$ cat config.mk
export PLATFORM = sky130hd
export DESIGN_NAME = swp_op_queue
export DESIGN_NICKNAME = d
export VERILOG_FILES = /design/src/sv/striped_xor_parity_writer_assert.svh /design/src/sv/swp_op_queue.sv
export SDC_FILE = /design/constraint.sdc
export NUM_CORES = 1
export LEC_CHECK = 0
export BUFFER_PORTS_ARGS = -buffer_cell sky130_fd_sc_hd__buf_2
export CORE_MARGIN = 4
export CORE_UTILIZATION = 28
export DETAILED_ROUTE_END_ITERATION = 7
export HOLD_SLACK_MARGIN = 0.08
export PLACE_DENSITY = 0.59
export SLEW_MARGIN = 10
export SYNTH_ARGS = -nofsm -noshare
export SYNTH_HDL_FRONTEND = slang
export SYNTH_SLANG_ARGS = --single-unit
$ cat constraint.sdc
create_clock -name clock -period 2 [get_ports clock]
set_input_delay 0.1 -clock clock [delete_from_list [all_inputs] [get_ports clock]]
set_output_delay 0.1 -clock clock [all_outputs]
set_load 0.01 [all_outputs]
$ cat src/sv/striped_xor_parity_writer_assert.svh
// ----------------------------------------------------------------------------
// striped xor parity writer assertion macros
// shared concurrent assertion wrappers, empty when synthesised
// ----------------------------------------------------------------------------
`ifndef STRIPED_XOR_PARITY_WRITER_ASSERT_SVH
`define STRIPED_XOR_PARITY_WRITER_ASSERT_SVH

`ifndef SYNTHESIS

// property holds at every edge outside reset
`define SWP_ASSERT(lbl, prop) \
   lbl: assert property (@(posedge clock) disable iff (reset) (prop)) \
      else $error("swp assertion failed");

// consequent holds in the cycle after the antecedent
`define SWP_ASSERT_NEXT(lbl, ante, cons) \
   lbl: assert property (@(posedge clock) disable iff (reset) (ante) |=> (cons)) \
      else $error("swp assertion failed");

`else

`define SWP_ASSERT(lbl, prop)
`define SWP_ASSERT_NEXT(lbl, ante, cons)

`endif

`endif

$ cat src/sv/swp_op_queue.sv
// ----------------------------------------------------------------------------
// swp_op_queue
// two-entry job queue between the front and back parts
// ----------------------------------------------------------------------------
module swp_op_queue #(
   parameter int W = 8
) (
   input  logic         clock,
   input  logic         reset,
   input  logic         push,
   input  logic [W-1:0] push_data,
   output logic         full,
   input  logic         pop,
   output logic         valid,
   output logic [W-1:0] head
);

   logic [W-1:0] slot_ff [2];
   logic [W-1:0] slot_in [2];
   logic         wptr_ff, wptr_in;
   logic         rptr_ff, rptr_in;
   logic [1:0]   cnt_ff, cnt_in;

   assign full  = (cnt_ff == 2'd2);
   assign valid = (cnt_ff != 2'd0);
   assign head  = slot_ff[rptr_ff];

   always_comb begin
      slot_in = slot_ff;
      if (push) begin
         slot_in[wptr_ff] = push_data;
      end
      wptr_in = push ? ~wptr_ff : wptr_ff;
      rptr_in = pop  ? ~rptr_ff : rptr_ff;
      cnt_in  = cnt_ff + 2'(push) - 2'(pop);
   end

   always_ff @(posedge clock) begin
      slot_ff <= slot_in;
      if (reset) begin
         wptr_ff <= 1'b0;
         rptr_ff <= 1'b0;
         cnt_ff  <= 2'd0;
      end else begin
         wptr_ff <= wptr_in;
         rptr_ff <= rptr_in;
         cnt_ff  <= cnt_in;
      end
   end

endmodule

==> metrics.yaml, run 1 <==
timing:
  period_minus_slack_ps: 1500
  whs_ps: 319
  rsz0062_at_grt: "false"
  max-slew-margin-rel_pct: 72.2
  clock.fmax_ghz: 0.665
  layout_setup_ws_ps: 497
  setup_viol: 0
  final.setup.tns_ps: 0
  min_period_over_period_pct: 75.2
  hold_viol_final: 0
  clock_skew_ps: 1.89
  tightest_slew_ps: 417
  final_max_slew_viol_count: 0
routing:
  dr.pass1.iters: 2
  post-route-drc-count: 0
  drt_wl_total_um: 1210
  wire_per_inst_um: 11.0
  drtAntennaViolNets: 0
  viasPerCell: 4.14
  drt_iter0_markers: 4
  dr_total_vias: 455
place:
  gp_congestion: 0.676
  io_buffers: 21
  pre_cts_ws_ps: 815
setup_path:
  slowest_stage: "dfxtp_1"
  crit_chain: "mux2_1 -> buf_2"
  cpPeakStageDelay_ps: 590
  critPathArrivalTime_ps: 1400
  rr_startpoint: "rptr_ff"
  worstReg2RegEnd: "rptr_ff"
  startpoint_type: "flip-flop"
  r2r_slack_ps: 550
  worstRegToRegCells: 3
  end_kind: "output pin"
  critical_path_class: "flip-flop to output pin"
  cp_max_fo: 9
  critPathRequiredTime_ps: 1900
yosys:
  synthArstFlopShare_pct: 0
  syn-num-nets: 58
  syn_area_um2: 773
  seq_area_frac_synth_pct: 72.5
  synth_cell_types: 12
  ys_warn_count: 0
  synth_top_area_share_pct: 62.1
  synth_top_area_cell: "edfxtp_1"
  synth_ff_type: "edfxtp_1"
  synth_area_leaders: "edfxtp_1 62%, mux2_1 12%, dfxtp_1 10%"
  synth_cells: 44
  synth_common_cells: "16 x edfxtp_1, 8 x mux2_1, 4 x dfxtp_1"
  synth_seq_cells: 20
  yosysMostFrequentCell: "edfxtp_1"
  avgSynthCellArea_um2: 17.6
  synth_edf_count: 16
layout:
  area_delta_synth_final_pct: 39.5
  num-nets-final: 95
  antennaDiodeCount: 0
  drive_above_1_share_pct: 32.5
floorplan:
  ios: 22
  rows: 18
  die_h_um: 60.6
  design.core.area_um2: 2540
  fp.dieW_um: 60.6
  start_util_pct: 30.4
  die_area_um2: 3670
pwr:
  ir_worst_vdd_mv: 0.502
  p_leak_nw: 0.438
  finalPower_uw: 981
  power_density_nw_per_um2: 910
clock_tree:
  clock-root-buffer: "clkbuf_4"
  clkLatencyLatePin_ps: 300
  clock_path_buffers: 2
  cts_sinks: 20
  htreeDepth: 1
  post_cts_buffers: 0
  clk_pin_slew_ps: 110
  cts_tree: "done"
  numCtsBuffers: 3
hold_path:
  worstHoldPathCells: 4
  min_to: "cnt_ff[1]"
  hp-start: "pop"
  hold_path_class: "input pin to flip-flop"
global_routing:
  grt_util_all_layers_pct: 7.89
  grt_max_degree: 13
  antenna_found_initial: 0
  grt_pass1_vias: 480
  overflow: 0
  grt_pass1_wl_um: 2070
run_status:
  status: "completed"
flow_run:
  maxCapViolations: 0
-- cell type report --
type / instances / area, um^2
Clock buffer: 3 / 22.5
Clock inverter: 1 / 30.0
Fill cell: 245 / 1470
Inverter: 2 / 7.51
Multi-Input combinational cell: 21 / 198
Sequential cell: 20 / 561
Tap cell: 30 / 37.5
Timing Repair Buffer: 33 / 223
-- worst max-delay path, delay by kind of cell, from the launching register on --
kind	cells	cell delay (ps)
muxes	1	370
DFF	1	590
buffers and inverters	1	140
-- flip-flops by register name, indices dropped and copies added (netlist names) --
register,flops
slot_ff,16
cnt_ff,2
rptr_ff,1
wptr_ff,1
-- metrics by stage --
stage,area [um^2],std cells,utilization (%)
after global routing,1080,110,42.4
after CTS,1080,110,42.4
after floorplan,773,44,-
final,1080,110,42.4
after global placement,916,95,36.0
after detailed placement,916,95,36.0
-- cells in the final DEF, fill, tap and decap left out, drive strengths merged --
cell type    instances
or2                  1
dlygate4sd3         11
buf                 22
dfxtp                4
inv                  2
and2                 1
bufinv               1
clkbuf               3
nor2                 3
xnor3                1
mux2                 8
xnor2                2
ha                   2
nor2b                3
edfxtp              16
-- worst max-delay path by stage --
stage                         start        end  cells after the start
after floorplan           cnt_ff[0]  cnt_ff[1]                      6
after global placement      rptr_ff    head[5]                      2
after detailed placement    rptr_ff    head[5]                      2
after CTS                   rptr_ff    head[5]                      2
after global routing        rptr_ff    head[4]                      2
final                       rptr_ff    head[4]                      2
-- repair_timing --
action / 4_1_cts / 5_1_grt
hold buffers: 11 / 0
resized for setup: 0 / 0
hold endpoints to repair: 20 / 0
-- logic make-up (layout without fill, tap and decap cells) --
family,Yosys count,count (layout),synth area share (%)
muxes,8,8,11.7
adders and majority gates,2,2,3.24
DFF,20,20,72.5
xor gates and xnor gates,3,3,5.18
buffers and inverters,3,39,1.94
and+or+nand+nor,8,8,5.50
-- metal layers --
metal / track usage [%] / routed length (um) / part of all wire, % / vias to the layer above
met5: 0 / 0 / 0 / -
met4: 5.57 / 10 / 0.83 / 0
met3: 2.13 / 85 / 7.0 / 2
met2: 12.8 / 598 / 50 / 12
met1: 8.99 / 513 / 42 / 213
li1: - / - / - / 228
-- power by group --
part,internal (mW),switching [mW],leakage [nW]
clock,0.202,0.123,0.0279
combinational,0.0911,0.0624,0.227
sequential,0.484,0.0181,0.183
Power figures use the tool's default switching activity.
==> run 2: changes to the inputs <==
==> constraint.sdc (replaced) <==
create_clock -name clock -period 1.4 [get_ports clock]
set_input_delay 0.07 -clock clock [delete_from_list [all_inputs] [get_ports clock]]
set_output_delay 0.07 -clock clock [all_outputs]
set_load 0.01 [all_outputs]
==> metrics.yaml, run 2 (synthesized netlist as in run 1, its figures left out) <==
clock_tree:
  cts_sinks: 20
  numCtsBuffers: 3
  clock_path_buffers: 2
  cts_tree: "done"
  clk_pin_slew_ps: 100
  htreeDepth: 1
  clock-root-buffer: "clkbuf_4"
  clkLatencyLatePin_ps: 290
hold_path:
  hp-start: "push"
  hold_path_class: "input pin to flip-flop"
setup_path:
  crit_buf_inv: 1
  cpPeakStageDelay_ps: 430
  startpoint_type: "flip-flop"
  critPathLaunch: "rptr_ff"
  critical_path_class: "flip-flop to output pin"
  rr_startpoint: "rptr_ff"
  critPathArrivalTime_ps: 1200
  cp_max_fo: 9
  slowest_stage: "dfxtp_4"
  crit_family: "flip-flops"
  end_kind: "output pin"
  crit_chain: "mux2_1 -> buf_2"
  critPathRequiredTime_ps: 1330
floorplan:
  fp.dieW_um: 60.6
  die_h_um: 60.6
  start_util_pct: 30.4
  design.core.area_um2: 2540
  die_area_um2: 3670
  ios: 22
  rows: 18
routing:
  dr.pass1.iters: 2
  drtAntennaViolNets: 0
  drt_wl_total_um: 1290
  post-route-drc-count: 0
  drt_iter0_markers: 4
  viasPerCell: 4.16
  wire_per_inst_um: 11.7
  dr_total_vias: 458
timing:
  clock.fmax_ghz: 0.787
  final.setup.tns_ps: 0
  clock_skew_ps: 4.92
  whs_ps: 82.5
  min_period_over_period_pct: 90.8
  setup_viol: 0
  max-slew-margin-rel_pct: 73.2
  rsz0062_at_grt: "false"
  hold_viol_final: 0
  period_minus_slack_ps: 1270
  final_max_slew_viol_count: 0
  tightest_slew_ps: 402
pwr:
  power_density_nw_per_um2: 1150
  p_leak_nw: 0.427
  finalPower_mw: 1.21
  ir_worst_vdd_mv: 0.661
run_status:
  status: "completed"
layout:
  antennaDiodeCount: 0
  final_common_cell: "buf_2"
  mostFrequentLayoutCells: "21 x buf_2, 16 x edfxtp_1, 10 x dlygate4sd3_1"
  num-nets-final: 95
  largest_reg_flops: 16
  drive_above_1_share_pct: 33.8
  fillers: 240
  reg_top3: "slot_ff (16), cnt_ff (2)"
  top_register: "slot_ff"
  area_delta_synth_final_pct: 36.2
place:
  gp_congestion: 0.699
  io_buffers: 21
global_routing:
  overflow: 0
  grt_util_all_layers_pct: 8.23
  antenna_found_initial: 0
  grt_pass1_vias: 513
  grt_max_degree: 12
  grt_pass1_wl_um: 2150
flow_run:
  maxCapViolations: 0
run 2: worst register-to-register path: stages, from the launching register on:
cell and delay, ps:
dfxtp_4 430, xnor2_1 130, nor2_1 40, dlygate4sd3_1 540
run 2: area by class of cell:
class	instances	area (um^2)	share of cell area [%]
flip-flops and latches	20	564	53.6
repair buffers	33	220	20.9
multi-input cells	21	198	18.8
well taps	30	37.5	3.56
clock buffers	3	22.5	2.14
inverters	2	7.51	0.713
clock inverters	1	3.75	0.356
run 2: stage by stage:
| step | cells | cell area (um^2) | util (%) | worst slack (ps) |
|---|---|---|---|---|
| 3_5_place_dp | 96 | 923 | 36.3 | 198 |
| 2_1_floorplan | 44 | 773 | - | 267 |
| 6_report | 110 | 1050 | 41.4 | 129 |
| 4_1_cts | 110 | 1050 | 41.3 | 43.1 |
| 3_3_place_gp | 96 | 923 | 36.3 | 224 |
| 5_1_grt | 110 | 1050 | 41.4 | 55.8 |
run 2: timing repair:
action                                 CTS  global route
endpoints found under the hold margin   20             0
hold buffers                            10             0
gates resized for setup                  1             1
setup endpoints to repair                8             4
setup buffers                            0             0
run 2: layer usage:
layer	global-route usage (%)	vias up	wire [um]
li1	-	230	-
met1	8.69	216	523
met2	14.5	12	685
met3	3.19	0	82
met4	3.72	0	0
met5	0	-	0
run 2: final timing paths:
check,end,slack (ps),cells after the start
max,head[3],130,2
min,wptr_ff,80,3
max reg2reg,rptr_ff,160,3
min reg2reg,wptr_ff,580,2
run 2: power by group:
group | leakage [nW] | total (mW) | internal, mW | switching, mW
combinational | 0.228 | 0.223 | 0.132 | 0.0915
clock | 0.0154 | 0.272 | 0.104 | 0.168
sequential | 0.184 | 0.719 | 0.692 | 0.0267
total | 0.427 | 1.21 | 0.928 | 0.286
==> run 3: changes to the inputs <==
--- a/config.mk
+++ b/config.mk
@@ -5,9 +5,11 @@
 export SDC_FILE = /design/constraint.sdc
 export NUM_CORES = 1
 export LEC_CHECK = 0
+export ABC_CLOCK_PERIOD_IN_PS = 1400
 export BUFFER_PORTS_ARGS = -buffer_cell sky130_fd_sc_hd__buf_2
 export CORE_MARGIN = 4
 export CORE_UTILIZATION = 28
+export CTS_BUF_LIST = sky130_fd_sc_hd__clkbuf_8
 export DETAILED_ROUTE_END_ITERATION = 7
 export HOLD_SLACK_MARGIN = 0.08
 export PLACE_DENSITY = 0.59
==> metrics.yaml, run 3 (synthesized netlist as in run 1, its figures left out) <==
place:
  gp_congestion: 0.699
  io_buffers: 21
  dp_cells: 96
  postPlaceCellArea_um2: 923
floorplan:
  design.core.area_um2: 2540
  fp.dieW_um: 60.6
  ios: 22
  die_h_um: 60.6
  rows: 18
  die_area_um2: 3670
  start_util_pct: 30.4
timing:
  clock_skew_ps: 0.947
  max-slew-margin-rel_pct: 73.1
  clock.fmax_ghz: 0.782
  tightest_slew_ps: 404
  setup_viol: 0
  whs_ps: 88.2
  period_minus_slack_ps: 1280
  rsz0062_at_grt: "false"
  min_period_over_period_pct: 91.3
  hold_viol_final: 0
  final.setup.tns_ps: 0
  final_max_slew_viol_count: 0
clock_tree:
  clkLatencyLatePin_ps: 250
  cts_tree: "done"
  cts_sinks: 20
  clk_pin_slew_ps: 70
  clock_path_buffers: 2
  numCtsBuffers: 3
  clock-root-buffer: "clkbuf_8"
  htreeDepth: 1
  post_cts_buffers: 0
routing:
  drtAntennaViolNets: 0
  drt_iter0_markers: 4
  dr.pass1.iters: 3
  dr_total_vias: 458
  viasPerCell: 4.20
  post-route-drc-count: 0
  drt_wl_total_um: 1310
  wire_per_inst_um: 12.0
setup_path:
  cpPeakStageDelay_ps: 460
  crit_family: "flip-flops"
  worstReg2RegEnd: "cnt_ff[1]"
  end_kind: "output pin"
  critPathRequiredTime_ps: 1330
  crit_chain: "mux2_1 -> buf_2"
  worstRegToRegCells: 6
  cp_max_fo: 9
  critPathLaunch: "rptr_ff"
  slowest_stage: "dfxtp_2"
  crit_buf_inv: 1
  critical_path_class: "flip-flop to output pin"
  critPathArrivalTime_ps: 1210
  startpoint_type: "flip-flop"
  rr_startpoint: "cnt_ff[0]"
  r2r_slack_ps: 200
global_routing:
  overflow: 0
  grt_pass1_wl_um: 2140
  grt_util_all_layers_pct: 8.32
  grt_use_met3_pct: 3.19
  met1_usage_pct: 8.82
  grt_use_met2_pct: 14.2
  grt_pass1_vias: 509
  grt-busiest-layer: "met2"
  grt_max_degree: 12
  antenna_found_initial: 0
layout:
  reg_top3: "slot_ff (16), cnt_ff (2)"
  final_cells: 109
  mostFrequentLayoutCells: "21 x buf_2, 16 x edfxtp_1, 9 x dlygate4sd3_1"
  final_common_cell: "buf_2"
  top_register: "slot_ff"
  antennaDiodeCount: 0
  final_area_um2: 1060
  drive_above_1_share_pct: 34.2
  num-nets-final: 94
  area_delta_synth_final_pct: 37.1
  largest_reg_flops: 16
hold_path:
  hold_path_class: "input pin to flip-flop"
  worstHoldPathCells: 3
  min_to: "rptr_ff"
  hp-start: "pop"
pwr:
  ir_worst_vdd_mv: 0.726
  power_density_nw_per_um2: 1230
  finalPower_mw: 1.31
  p_leak_nw: 0.429
flow_run:
  maxCapViolations: 0
run_status:
  status: "completed"
-- run 3: cell types whose count changed in the layout (fill, tap and decap cells not counted) --
cell,delta
dlygate4sd3_1,-1
clkbuf_8,+3
clkbuf_4,-3
dfxtp_2,+1
dfxtp_4,-1
-- run 3: tightest hold or removal path, delay by kind of cell --
kind,cells,cell delay (ps)
and+or+nand+nor,1,70
xor gates and xnor gates,1,60
buffers and inverters,1,100
-- run 3: worst max-delay path by stage --
stage                 to  slack (ps)  cells after the start
2_1_floorplan  cnt_ff[1]         270                      6
3_3_place_gp   cnt_ff[1]         220                      6
3_5_place_dp   cnt_ff[1]         200                      6
4_1_cts          head[5]         100                      2
5_1_grt          head[4]          50                      2
6_report         head[3]         120                      2
-- run 3: per-layer routing --
metal | routed length (um) | vias to the layer above
li1 | - | 227
met1 | 530 | 217
met2 | 683 | 12
met3 | 83 | 2
met4 | 11 | 0
met5 | 0 | -
-- run 3: layout make-up --
type | instances | area [um^2]
Inverter | 2 | 7.51
Multi-Input combinational cell | 21 | 198
Sequential cell | 20 | 562
Clock inverter | 1 | 3.75
Timing Repair Buffer | 32 | 210
Fill cell | 242 | 1490
Clock buffer | 3 | 41.3
Tap cell | 30 | 37.5
-- run 3: per-stage QoR --
| stage | setup slack (ps) | util, % |
|---|---|---|
| 2_1_floorplan | 267 | - |
| 3_3_place_gp | 224 | 36.3 |
| 3_5_place_dp | 198 | 36.3 |
| 4_1_cts | 96.3 | 41.6 |
| 5_1_grt | 51.6 | 41.6 |
| 6_report | 122 | 41.6 |
-- run 3: repair_timing --
item,CTS,global route
gates resized for setup,1,0
endpoints found under the hold margin,20,0
hold buffers,9,0
setup endpoints to repair,8,0
-- run 3: power breakdown --
part | switching [mW] | total (mW) | internal (mW)
combinational | 0.0911 | 0.219 | 0.128
sequential | 0.0273 | 0.721 | 0.693
clock | 0.171 | 0.366 | 0.195
total | 0.290 | 1.31 | 1.02
