**config.mk**
```make
export PLATFORM = sky130hd
export DESIGN_NAME = swp_front
export DESIGN_NICKNAME = d
export VERILOG_FILES = /design/src/sv/striped_xor_parity_writer_assert.svh /design/src/sv/swp_pkg.sv /design/src/sv/swp_front.sv
export SDC_FILE = /design/constraint.sdc
export NUM_CORES = 1
export LEC_CHECK = 0
export ABC_CLOCK_PERIOD_IN_PS = 13650
export BUFFER_PORTS_ARGS = -buffer_cell sky130_fd_sc_hd__buf_2
export CORE_MARGIN = 3
export CORE_UTILIZATION = 52
export CTS_CLUSTER_DIAMETER = 120
export DETAILED_ROUTE_END_ITERATION = 10
export GPL_TIMING_DRIVEN = 1
export PLACE_DENSITY_LB_ADDON = 0.05
export SYNTH_ARGS = -nofsm -noshare
export SYNTH_HDL_FRONTEND = slang
export SYNTH_SLANG_ARGS = --single-unit
```
**constraint.sdc**
```tcl
create_clock -name clock -period 13.65 [get_ports clock]
set_clock_uncertainty 0.2 [all_clocks]
set_input_delay 2.0475 -clock clock [delete_from_list [all_inputs] [get_ports clock]]
set_output_delay 2.0475 -clock clock [all_outputs]
set_load 0.01 [all_outputs]
```
**src/sv/striped_xor_parity_writer_assert.svh**
```systemverilog
// ----------------------------------------------------------------------------
// striped xor parity writer assertion macros
// shared concurrent assertion wrappers, empty when synthesised
// ----------------------------------------------------------------------------
`ifndef STRIPED_XOR_PARITY_WRITER_ASSERT_SVH
`define STRIPED_XOR_PARITY_WRITER_ASSERT_SVH

`ifndef SYNTHESIS

// property holds at every edge outside reset
`define SWP_ASSERT(lbl, prop) \
   lbl: assert property (@(posedge clock) disable iff (reset) (prop)) \
      else $error("swp assertion failed");

// consequent holds in the cycle after the antecedent
`define SWP_ASSERT_NEXT(lbl, ante, cons) \
   lbl: assert property (@(posedge clock) disable iff (reset) (ante) |=> (cons)) \
      else $error("swp assertion failed");

`else

`define SWP_ASSERT(lbl, prop)
`define SWP_ASSERT_NEXT(lbl, ante, cons)

`endif

`endif

```
**src/sv/swp_pkg.sv**
```systemverilog
// ----------------------------------------------------------------------------
// swp_pkg
// shared types and constants of the striped xor parity writer
// ----------------------------------------------------------------------------
package swp_pkg;

   localparam int MAX_CHUNK_BYTES_DEF = 65536;
   localparam int MAX_TARGETS_DEF     = 16;
   localparam int KIB_SHIFT           = 10;     // one KiB is 1024 bytes
   localparam int CSR_AW              = 3;
   localparam int CSR_DW              = 32;

   // register indexes
   localparam logic REG_CHUNK_KIB    = 1'b0;
   localparam logic REG_STRIPE_WIDTH = 1'b1;

   localparam logic [6:0] CHUNK_KIB_RST    = 7'd1;
   localparam logic [3:0] STRIPE_WIDTH_RST = 4'd2;

   typedef enum logic {
      MODE_DATA  = 1'b0,
      MODE_FLUSH = 1'b1
   } mode_type;

   typedef struct packed {
      logic        mode;
      logic [7:0]  data_byte;
      logic        first;
      logic [27:0] start_line;
   } req_type;

   typedef struct packed {
      logic [3:0]  target;
      logic [31:0] object_number;
      logic [15:0] byte_offset;
      logic [7:0]  byte_value;
      logic        is_parity;
      logic        object_end;
      logic        run_last;
   } rsp_type;

   // one classified job between front and back
   typedef struct packed {
      logic        is_flush;
      logic        wr_first;   // first chunk of the line: plain write
      logic        two;        // last chunk: data plus parity
      logic [7:0]  data_byte;
      logic [3:0]  data_target;
      logic [31:0] data_obj;
      logic [3:0]  par_target;
      logic [31:0] par_obj;
      logic [15:0] offset;
      logic        oend;
   } op_type;

endpackage

```
**src/sv/swp_front.sv**
```systemverilog
// ----------------------------------------------------------------------------
// swp_front
// accepts request items, tracks line position and classifies jobs
// ----------------------------------------------------------------------------
module swp_front #(
   parameter int MAX_CHUNK_BYTES = swp_pkg::MAX_CHUNK_BYTES_DEF,
   parameter int MAX_TARGETS     = swp_pkg::MAX_TARGETS_DEF,
   localparam int AW = $clog2(MAX_CHUNK_BYTES),
   localparam int CW = $clog2(MAX_CHUNK_BYTES + 1)
) (
   input  logic             clock,
   input  logic             reset,
   input  logic             accept,
   input  swp_pkg::req_type req,
   input  logic [6:0]       chunk_kib,
   input  logic [3:0]       stripe_width,
   output logic             op_valid,
   output swp_pkg::op_type  op,
   output logic [AW-1:0]    op_idx
);

   localparam int MAXK  = MAX_CHUNK_BYTES / 1024;
   localparam int KW    = CW - swp_pkg::KIB_SHIFT;
   localparam int DWMAX = (MAX_TARGETS - 1 > 15) ? 15 : MAX_TARGETS - 1;

   logic [27:0]   line_ff, line_in;
   logic [3:0]    chunk_ff, chunk_in;
   logic [CW-1:0] bic_ff, bic_in;
   logic [CW-1:0] flush_ff, flush_in;

   logic [KW-1:0] kib_eff;
   logic [CW-1:0] cbytes;
   logic [3:0]    dw;
   logic [27:0]   line_cur;
   logic [3:0]    chunk_cur;
   logic [CW-1:0] bic_cur;
   logic [31:0]   pobj;
   logic          last_chunk;
   logic [CW-1:0] bic_nx;
   logic [3:0]    chunk_nx;
   logic [CW-1:0] fend;
   logic          flush_ok;

   always_comb begin
      if (chunk_kib == 7'd0) begin
         kib_eff = KW'(1);
      end else if (32'(chunk_kib) > 32'(MAXK)) begin
         kib_eff = KW'(MAXK);
      end else begin
         kib_eff = KW'(chunk_kib);
      end
      cbytes = {kib_eff, {swp_pkg::KIB_SHIFT{1'b0}}};
      if (stripe_width == 4'd0) begin
         dw = 4'd1;
      end else if (32'(stripe_width) > 32'(DWMAX)) begin
         dw = 4'(DWMAX);
      end else begin
         dw = stripe_width;
      end
   end

   // position of this item, a first byte restarts at a line boundary
   always_comb begin
      if (req.mode == swp_pkg::MODE_DATA && req.first) begin
         line_cur  = req.start_line;
         chunk_cur = 4'd0;
         bic_cur   = '0;
      end else begin
         line_cur  = line_ff;
         chunk_cur = chunk_ff;
         bic_cur   = bic_ff;
      end
      pobj       = 32'(line_cur) * 32'(dw);
      last_chunk = (5'(chunk_cur) + 5'd1) >= 5'(dw);
      fend       = (chunk_ff != 4'd0) ? cbytes : bic_ff;
      flush_ok   = flush_ff < fend;
   end

   always_comb begin
      line_in  = line_cur;
      chunk_in = chunk_cur;
      bic_in   = bic_cur;
      flush_in = flush_ff;
      bic_nx   = bic_cur + 1'b1;
      chunk_nx = chunk_cur;
      if (accept) begin
         if (req.mode == swp_pkg::MODE_DATA) begin
            if ((CW + 1)'(bic_cur) + 1'b1 >= (CW + 1)'(cbytes)) begin
               bic_nx   = '0;
               chunk_nx = chunk_cur + 4'd1;
               if (chunk_nx >= dw) begin
                  chunk_nx = 4'd0;
                  line_in  = line_cur + 28'd1;
               end
            end
            bic_in   = bic_nx;
            chunk_in = chunk_nx;
            flush_in = ((5'(chunk_nx) + 5'd1) >= 5'(dw)) ? bic_nx : '0;
         end else if (flush_ok) begin
            flush_in = flush_ff + 1'b1;
         end
      end else begin
         line_in  = line_ff;
         chunk_in = chunk_ff;
         bic_in   = bic_ff;
      end
   end

   always_comb begin
      op = '0;
      op.par_target = dw;
      op.par_obj    = pobj;
      op.data_byte  = req.data_byte;
      if (req.mode == swp_pkg::MODE_DATA) begin
         op_valid       = accept;
         op.is_flush    = 1'b0;
         op.wr_first    = (chunk_cur == 4'd0);
         op.two         = last_chunk;
         op.data_target = chunk_cur;
         op.data_obj    = pobj + 32'(chunk_cur);
         op.offset      = 16'(bic_cur);
         op.oend        = (CW + 1)'(bic_cur) + 1'b1 >= (CW + 1)'(cbytes);
         op_idx         = bic_cur[AW-1:0];
      end else begin
         op_valid    = accept && flush_ok;
         op.is_flush = 1'b1;
         op.offset   = 16'(flush_ff);
         op.oend     = (flush_ff + 1'b1) == fend;
         op_idx      = flush_ff[AW-1:0];
      end
   end

   always_ff @(posedge clock) begin
      if (reset) begin
         line_ff  <= '0;
         chunk_ff <= '0;
         bic_ff   <= '0;
         flush_ff <= '0;
      end else begin
         line_ff  <= line_in;
         chunk_ff <= chunk_in;
         bic_ff   <= bic_in;
         flush_ff <= flush_in;
      end
   end

endmodule

```
==> results.txt, run 1 <==
----------------------------------------------------
[Run status]
  Outcome ... finished clean

[Run]
  Max capacitance violation total ... 0

[Floorplanning]
  Initial cell density of the core ... 53.6%
  Core area ... 20,400 um2
  I/O Pins ... 169
  Die X ... 151 um
  Area of the die ... 22,800 um2
  Row count ... 52
  Die span in y ... 151 um

[Clock tree]
  Clock latency at the later pin of the worst-skew pair ... 0.34 ns
  H-tree levels ... 3
  Clk slew on worst S/H paths ... 0.07 ns
  Number of resized instances in the post-cts repair step ... 0
  CTS tree ... done
  Clock Tree Buf Depth ... 2
  Buffer type at the clock tree root ... clkbuf_16
  Clock sink total ... 66
  Total of hold buffers inserted after clock tree synthesis ... 0
  Total CTS buffers ... 9
  Number of setup buffers added after CTS ... 0

[Timing]
  Setup repair after global routing missed its margin ... no
  F_max ... 0.0920 GHz
  Relative max-transition margin ... 32.7%
  Hold Vio Cnt, Final ... 0
  Max-slew violation count ... 0
  Post-layout minimum cycle time ... 10.87 ns
  Setup violation total in the final timing report ... 0
  Final sum of negative setup slack ... 0 ns
  Actual slew at the worst max-slew pin ... 1.01 ns
  Period Utilization, post-route ... 79.6%

[Finish]
  Most common library cell in the layout ignoring fill and taps ... nor2_1
  Share of cells above drive strength 1 ... 15.1%
  Utilization after layout ... 58.2%
  FF+latch area ... 1320 um2
  Combined area of the multi-input logic cells ... 8550 um2
  Post-route cell area ... 11,900 um2
  Leading cell types in the layout, fill and taps excluded ... nor2_1, nand2_1, buf_2
  Final Instance Count excl. Fillers ... 1,872
  Filler Cell Count ... 2,048
  Area Overhead vs Synth ... 8.66%
  Final #Nets ... 1,781
  Count of antenna diodes in the layout ... 0

[Critical path]
  Highest-delay cell along the critical path ... and2b_2
  Critical path data arrival time ... 8.62 ns
  Delay contributed by the slowest stage of the critical path ... 0.85 ns
  Startpoint Class ... primary input
  Critical Path Sink Type ... output pin
  Worst path bufs/invs ... 5
  Cells along the critical path ... buf_2 -> buf_4 -> and2b_2 -> mux2i_1 -> nor2_1 -> fa_1 -> inv_1 -> fa_1 -> inv_1 -> ha_1 -> a21o_1 -> a31oi_1 -> o21ai_0 -> mux2_2 -> a311oi_2 -> nand4b_1 -> nor4_4 -> nand3_1 -> or4_1 -> nand2_1 -> buf_2
  Reg-to-reg critical path startpoint ... bic_ff[0]
  Maximum fanout encountered on the critical timing path ... 37
  Worst Path Class, Setup ... in2out
  Worst setup slack for register-to-register paths ... 6.70 ns
  Dominant delay contributor by cell family on the critical path ... simple AND/OR/NAND/NOR gates
  Cell count of the worst reg-to-reg path ... 25
  Crit Reg-Reg Endpoint ... flush_ff[8]
  CP required ... 11.40 ns

[Placed design]
  Final estimated routing congestion in global placement ... 0.884
  IO Port Bufs ... 152
  HPWL after detailed placement ... 25,100 um
  Placed cell count ... 1,856
  Cell area after placement ... 11,600 um2

[Power and ir drop]
  Combinational share of power ... 43.7%
  Switching component of the power ... 316 uW
  Power Dens Cells ... 65.6 nW/um2
  Worst IR Drop VDD ... 81.2 uV
  Net switching share of the total power ... 40.5%
  Relative contribution of sequential cells to total power ... 25.7%
  Clock Power Share ... 30.6%
  Overall power ... 781 uW
  Leakage dissipation ... 5.45 nW
  Internal Pwr Total ... 464 uW

[Drt]
  Met2 WL post-DR ... 13,800 um
  Highest layer used for signal routing ... met4
  Via-to-Cell Ratio ... 5.85
  Detailed-route DRC error count ... 0
  Total via count after detailed routing ... 11,000
  Met3 wire len ... 2510 um
  Final Routed Wirelength ... 32,100 um
  Wire length per cell ... 17.2 um
  Number of DRC markers in iteration 0 ... 730
  TritonRoute pass-1 iters ... 5
  Number of antenna-violating nets in the routed design ... 0
  Met1 Routed Length ... 15,500 um

[Synthesis]
  Fraction of synthesized cell area taken by the top area cell type ... 12.1%
  Number of flip-flops and latches in the synthesized netlist ... 66
  Number of synthesis warnings ... 0
  Post-synth top area cell ... dfxtp_1
  Synth async-reset ratio ... 0%
  Mapped Area ... 10,900 um2
  Number of nets in the synthesized netlist ... 1,720
  Most common flop cell mapped by yosys ... dfxtp_1
  Synth top area cells ... dfxtp_1, fa_1, ha_1
  Post-synthesis sequential area ratio ... 12.1%
  Synthesized area divided by synthesized cell count ... 7.13 um2
  Post-synth EDFFs ... 0
  Synth unique cells ... 85
  Number of instances in the synthesized netlist ... 1,536

[GRT]
  Wire length of the first global-routing pass ... 52,200 um
  Initial antenna violation count ... 0
  Overflow left after global routing ... 0
  Number of global-route vias before repair ... 10,200
  Maximum number of pins on one net before global-route repair ... 67
  Overall fraction of global-route tracks in use ... 28.2%

[Min path]
  Path class of the lowest-slack min-delay path ... reg2reg
  Worst hold path endpoint ... line_ff[26]
  Worst hold path cell count ... 2
  Hold path start ... line_ff[26]

----------------------------------------------------
==> routing by layer <==
| metal | vias to the layer above | track usage, % |
|---|---|---|
| li1 | 5358 | - |
| met1 | 5204 | 42.9 |
| met2 | 360 | 42.3 |
| met3 | 33 | 4.55 |
| met4 | 0 | 5.03 |
| met5 | - | 0 |
==> cell families (layout without fill, tap and decap cells) <==
family / after synthesis / after routing / synth area share (%)
muxes: 45 / 45 / 4.16
xor gates and xnor gates: 100 / 100 / 8.07
adders and majority gates: 132 / 132 / 18.7
AOI/OAI and AO/OA: 283 / 283 / 17.7
buffers and inverters: 256 / 322 / 9.97
DFF: 66 / 66 / 12.1
and+or+nand+nor: 654 / 654 / 29.3
==> stage by stage <==
step / setup slack [ns] / hold WS, ns
floorplan: 3.23 / 0.227
global placement: 3.03 / 0.250
detailed placement: 2.89 / 0.248
CTS: 2.87 / 0.261
global route: 2.23 / 0.277
finish: 2.78 / 0.264
==> tightest hold or removal path: cells and delay by family (launching register included) <==
kind	cells	cell delay, ns
flip-flops	1	0.31
AO/OA/AOI/OAI	1	0.06
AND/OR/NAND/NOR	1	0.05
==> worst max-delay path by stage <==
stage                     cells after the start  slack, ns    start      to
after floorplan                              24       3.23  req[37]  op[84]
after global placement                       21       3.03  req[28]  op[84]
after detailed placement                     21       2.89  req[28]  op[84]
after CTS                                    21       2.87  req[28]  op[84]
after global routing                         22       2.23  req[28]  op[84]
final                                        21       2.78  req[28]  op[84]
==> final cells by class <==
type	instances	share of cell area [%]
multi-input combinational	1214	71.8
clock buffer	9	1.89
timing repair buffer	165	7.22
tap	270	2.84
inverter	141	4.45
sequential	66	11.1
clock inverter	7	0.642
==> synthesized netlist by cell type (21+ instances only) <==
library cell  instances
mux2i_1              41
xnor2_1              65
and3_1               21
buf_4                27
nand2_1             154
a21oi_1              68
dfxtp_1              66
nand2b_1             27
o21ai_0              45
or2_2                24
nor3_1               35
inv_1               138
a21o_1               29
nor2_1              208
ha_1                 79
xor2_1               34
clkbuf_1             62
nand3_1              60
fa_1                 53
==> flip-flops by register name (all words and copies together), names as in the netlist <==
signal and flops:
line_ff 28, chunk_ff 4, bic_ff 17, flush_ff 17
==> power groups by stage <==
stage / logic [mW] / registers, mW / clock network, mW
after global routing: 0.384 / 0.201 / 0.250
after detailed placement: 0.338 / 0.205 / 0
final: 0.341 / 0.201 / 0.239
after floorplan: 0.244 / 0.204 / 0
after CTS: 0.340 / 0.201 / 0.241
after global placement: 0.334 / 0.205 / 0
No activity file was read; power rests on OpenSTA's default activity.
==> inputs of run 2 (changes only) <==
--- a/config.mk
+++ b/config.mk
@@ -5,7 +5,7 @@
 export SDC_FILE = /design/constraint.sdc
 export NUM_CORES = 1
 export LEC_CHECK = 0
-export ABC_CLOCK_PERIOD_IN_PS = 13650
+export ABC_CLOCK_PERIOD_IN_PS = 9450
 export BUFFER_PORTS_ARGS = -buffer_cell sky130_fd_sc_hd__buf_2
 export CORE_MARGIN = 3
 export CORE_UTILIZATION = 52
==> constraint.sdc (replaced) <==
create_clock -name clock -period 9.45 [get_ports clock]
set_clock_uncertainty 0.2 [all_clocks]
set_input_delay 1.4175 -clock clock [delete_from_list [all_inputs] [get_ports clock]]
set_output_delay 1.4175 -clock clock [all_outputs]
set_load 0.01 [all_outputs]
==> run 2 against run 1 <==
Die area unchanged. Cell area increased by 1.2%. Clock power increased by 57%. Largest cell class unchanged. Via count increased by 0.89%.
==> results.txt, run 2 (synthesis results as in run 1) <==
----------------------------------------------------
[Power and ir drop]
  Net switching share of the total power ... 39.7% (was 40.5%)
  Internal Pwr Total ... 702 uW (was 464 uW)
  Worst IR Drop VDD ... 96.5 uV (was 81.2 uV)
  Leakage dissipation ... 5.52 nW (was 5.45 nW)
  Relative contribution of sequential cells to total power ... 24.9% (was 25.7%)
  Switching component of the power ... 461 uW (was 316 uW)
  Overall power ... 1.16 mW (was 781 uW)
  Combinational share of power ... 42.8% (was 43.7%)
  Power Dens Cells ... 96.7 nW/um2 (was 65.6 nW/um2)
  Clock Power Share ... 32.2% (was 30.6%)

[Clock tree]
  Clk slew on worst S/H paths ... 0.07 ns (about the same)
  Total of hold buffers inserted after clock tree synthesis ... 0 (unchanged)
  Clock sink total ... 66 (unchanged)
  H-tree levels ... 3 (unchanged)
  CTS tree ... done (unchanged)
  Clock Tree Buf Depth ... 2 (unchanged)
  Buffer type at the clock tree root ... clkbuf_16 (unchanged)
  Clock latency at the later pin of the worst-skew pair ... 0.35 ns (was 0.34 ns)
  Total CTS buffers ... 9 (unchanged)

[Finish]
  Leading registers by flop count ... line_ff (28), bic_ff (17), flush_ff (17) (unchanged)
  Post-route cell area ... 12,000 um2 (was 11,900 um2)
  Flip-flop count of the largest register, all copies and words added ... 28 (unchanged)
  Count of antenna diodes in the layout ... 0 (unchanged)
  Share of cells above drive strength 1 ... 16.1% (was 15.1%)
  Largest Register ... line_ff (unchanged)
  Final #Nets ... 1,793 (was 1,781)
  Utilization after layout ... 58.9% (was 58.2%)
  Final Instance Count excl. Fillers ... 1,884 (was 1,872)
  Area Overhead vs Synth ... 9.92% (was 8.66%)
  Leading cell types in the layout, fill and taps excluded ... nor2_1, nand2_1, buf_2 (unchanged)
  Most common library cell in the layout ignoring fill and taps ... nor2_1 (unchanged)

[Placed design]
  Cell area after placement ... 11,700 um2 (was 11,600 um2)
  IO Port Bufs ... 152 (unchanged)
  HPWL after detailed placement ... 25,600 um (was 25,100 um)
  Final estimated routing congestion in global placement ... 0.892 (was 0.884)
  Placed cell count ... 1,867 (was 1,856)
  Dpl ws ... 0.351 ns (was 2.89 ns)

[Timing]
  Max-slew violation count ... 0 (unchanged)
  F_max ... 0.111 GHz
  Hold Worst Slack ... 0.269 ns (was 0.264 ns)
  Final sum of negative setup slack ... 0 ns (unchanged)
  Hold Vio Cnt, Final ... 0 (unchanged)
  Fin worst setup slack ... 0.440 ns (was 2.78 ns)
  Actual slew at the worst max-slew pin ... 1.22 ns (was 1.01 ns)
  Post-layout minimum cycle time ... 9.01 ns
  Setup violation total in the final timing report ... 0 (unchanged)
  Relative max-transition margin ... 18.5% (was 32.7%)
  Period Utilization, post-route ... 95.3%
  Setup repair after global routing missed its margin ... no (unchanged)

[Critical path]
  Critical Path Sink Type ... output pin (unchanged)
  Critical path data arrival time ... 7.39 ns (was 8.62 ns)
  Startpoint Class ... primary input (unchanged)
  Maximum fanout encountered on the critical timing path ... 15 (was 37)
  CP required ... 7.83 ns (was 11.40 ns)
  Worst Path Class, Setup ... in2out (unchanged)

[Drt]
  Detailed-route DRC error count ... 0 (unchanged)
  Final Routed Wirelength ... 32,700 um (was 32,100 um)
  Number of DRC markers in iteration 0 ... 988 (was 730)
  Number of antenna-violating nets in the routed design ... 0 (unchanged)
  TritonRoute pass-1 iters ... 6 (was 5)
  Via-to-Cell Ratio ... 5.87 (was 5.85)
  Wire length per cell ... 17.3 um (was 17.2 um)
  Total via count after detailed routing ... 11,100 (was 11,000)

[Floorplanning]
  Core area ... 20,400 um2 (unchanged)
  Die X ... 151 um (unchanged)
  Area of the die ... 22,800 um2 (unchanged)
  Die span in y ... 151 um (unchanged)
  I/O Pins ... 169 (unchanged)
  Initial cell density of the core ... 53.6% (unchanged)
  Row count ... 52 (unchanged)

[Min path]
  Path class of the lowest-slack min-delay path ... reg2reg (unchanged)

[Run]
  Max capacitance violation total ... 0 (unchanged)

[GRT]
  Overall fraction of global-route tracks in use ... 28.5% (was 28.2%)
  Overflow left after global routing ... 0 (unchanged)
  Maximum number of pins on one net before global-route repair ... 67 (unchanged)
  Number of global-route vias before repair ... 10,100 (was 10,200)
  Initial antenna violation count ... 0 (unchanged)
  Wire length of the first global-routing pass ... 52,600 um (was 52,200 um)

[Run status]
  Outcome ... finished clean (unchanged)

----------------------------------------------------
run 2: cell types whose count changed in the layout (fill, tap and decap cells not counted):
cell        previous run  this run
buf_4                 13        25
bufinv_16              1         2
clkinv_4               1         2
clkinvlp_4             2         0
mux2i_1               41        34
mux2i_2                0         7
nor2b_1               11        12
nor2b_2                1         0
run 2: worst paths after layout:
path / end / startpoint / cells after the start / slack [ns]
worst min register to register: line_ff[27] / line_ff[27] / 2 / 0.27
worst min-delay path: line_ff[27] / line_ff[27] / 2 / 0.27
worst max-delay path: op[84] / req[37] / 22 / 0.44
worst max register to register: flush_ff[7] / bic_ff[0] / 26 / 2.65
run 2: final cells by class:
class,instances,area (um2)
Tap cell,270,338
Inverter,141,529
Clock buffer,9,225
Multi-Input combinational cell,1214,8570
Fill cell,2073,8400
Timing Repair Buffer,177,948
Sequential cell,66,1320
Clock inverter,7,100
run 2: worst max-delay path: stages:
cell,delay (ns)
buf_2,0.12
and2b_2,0.39
buf_4,0.35
mux2i_2,0.43
nor2_1,0.11
fa_1,0.55
inv_1,0.05
fa_1,0.53
inv_1,0.04
ha_1,0.43
and2_1,0.29
nand3_1,0.09
o21ai_0,0.37
mux2_2,0.39
a311oi_2,0.38
nand4b_1,0.26
nor4_4,0.25
buf_4,0.19
nand3_1,0.09
or4_1,0.41
nand2_1,0.07
buf_2,0.13
run 2: repair_timing:
| action | CTS | global route |
|---|---|---|
| endpoints found under the hold margin | 0 | 0 |
| endpoints found under the setup margin | 0 | 2 |
| resized for setup | 0 | 7 |
| buffers inserted | 0 | 1 |
run 2: power groups by stage:
stage	clock (mW)	combinational, mW	sequential, mW
6_report	0.375	0.498	0.290
3_5_place_dp	0	0.492	0.296
4_1_cts	0.378	0.495	0.290
2_1_floorplan	0	0.353	0.294
5_1_grt	0.385	0.560	0.291
3_3_place_gp	0	0.489	0.296
run 2: layer usage:
metal | vias up | GRT usage [%] | routed length (um)
li1 | 5383 | - | -
met1 | 5283 | 45.0 | 16200
met2 | 357 | 41.7 | 13700
met3 | 30 | 3.41 | 2360
met4 | 0 | 5.30 | 357
met5 | - | 0 | 0
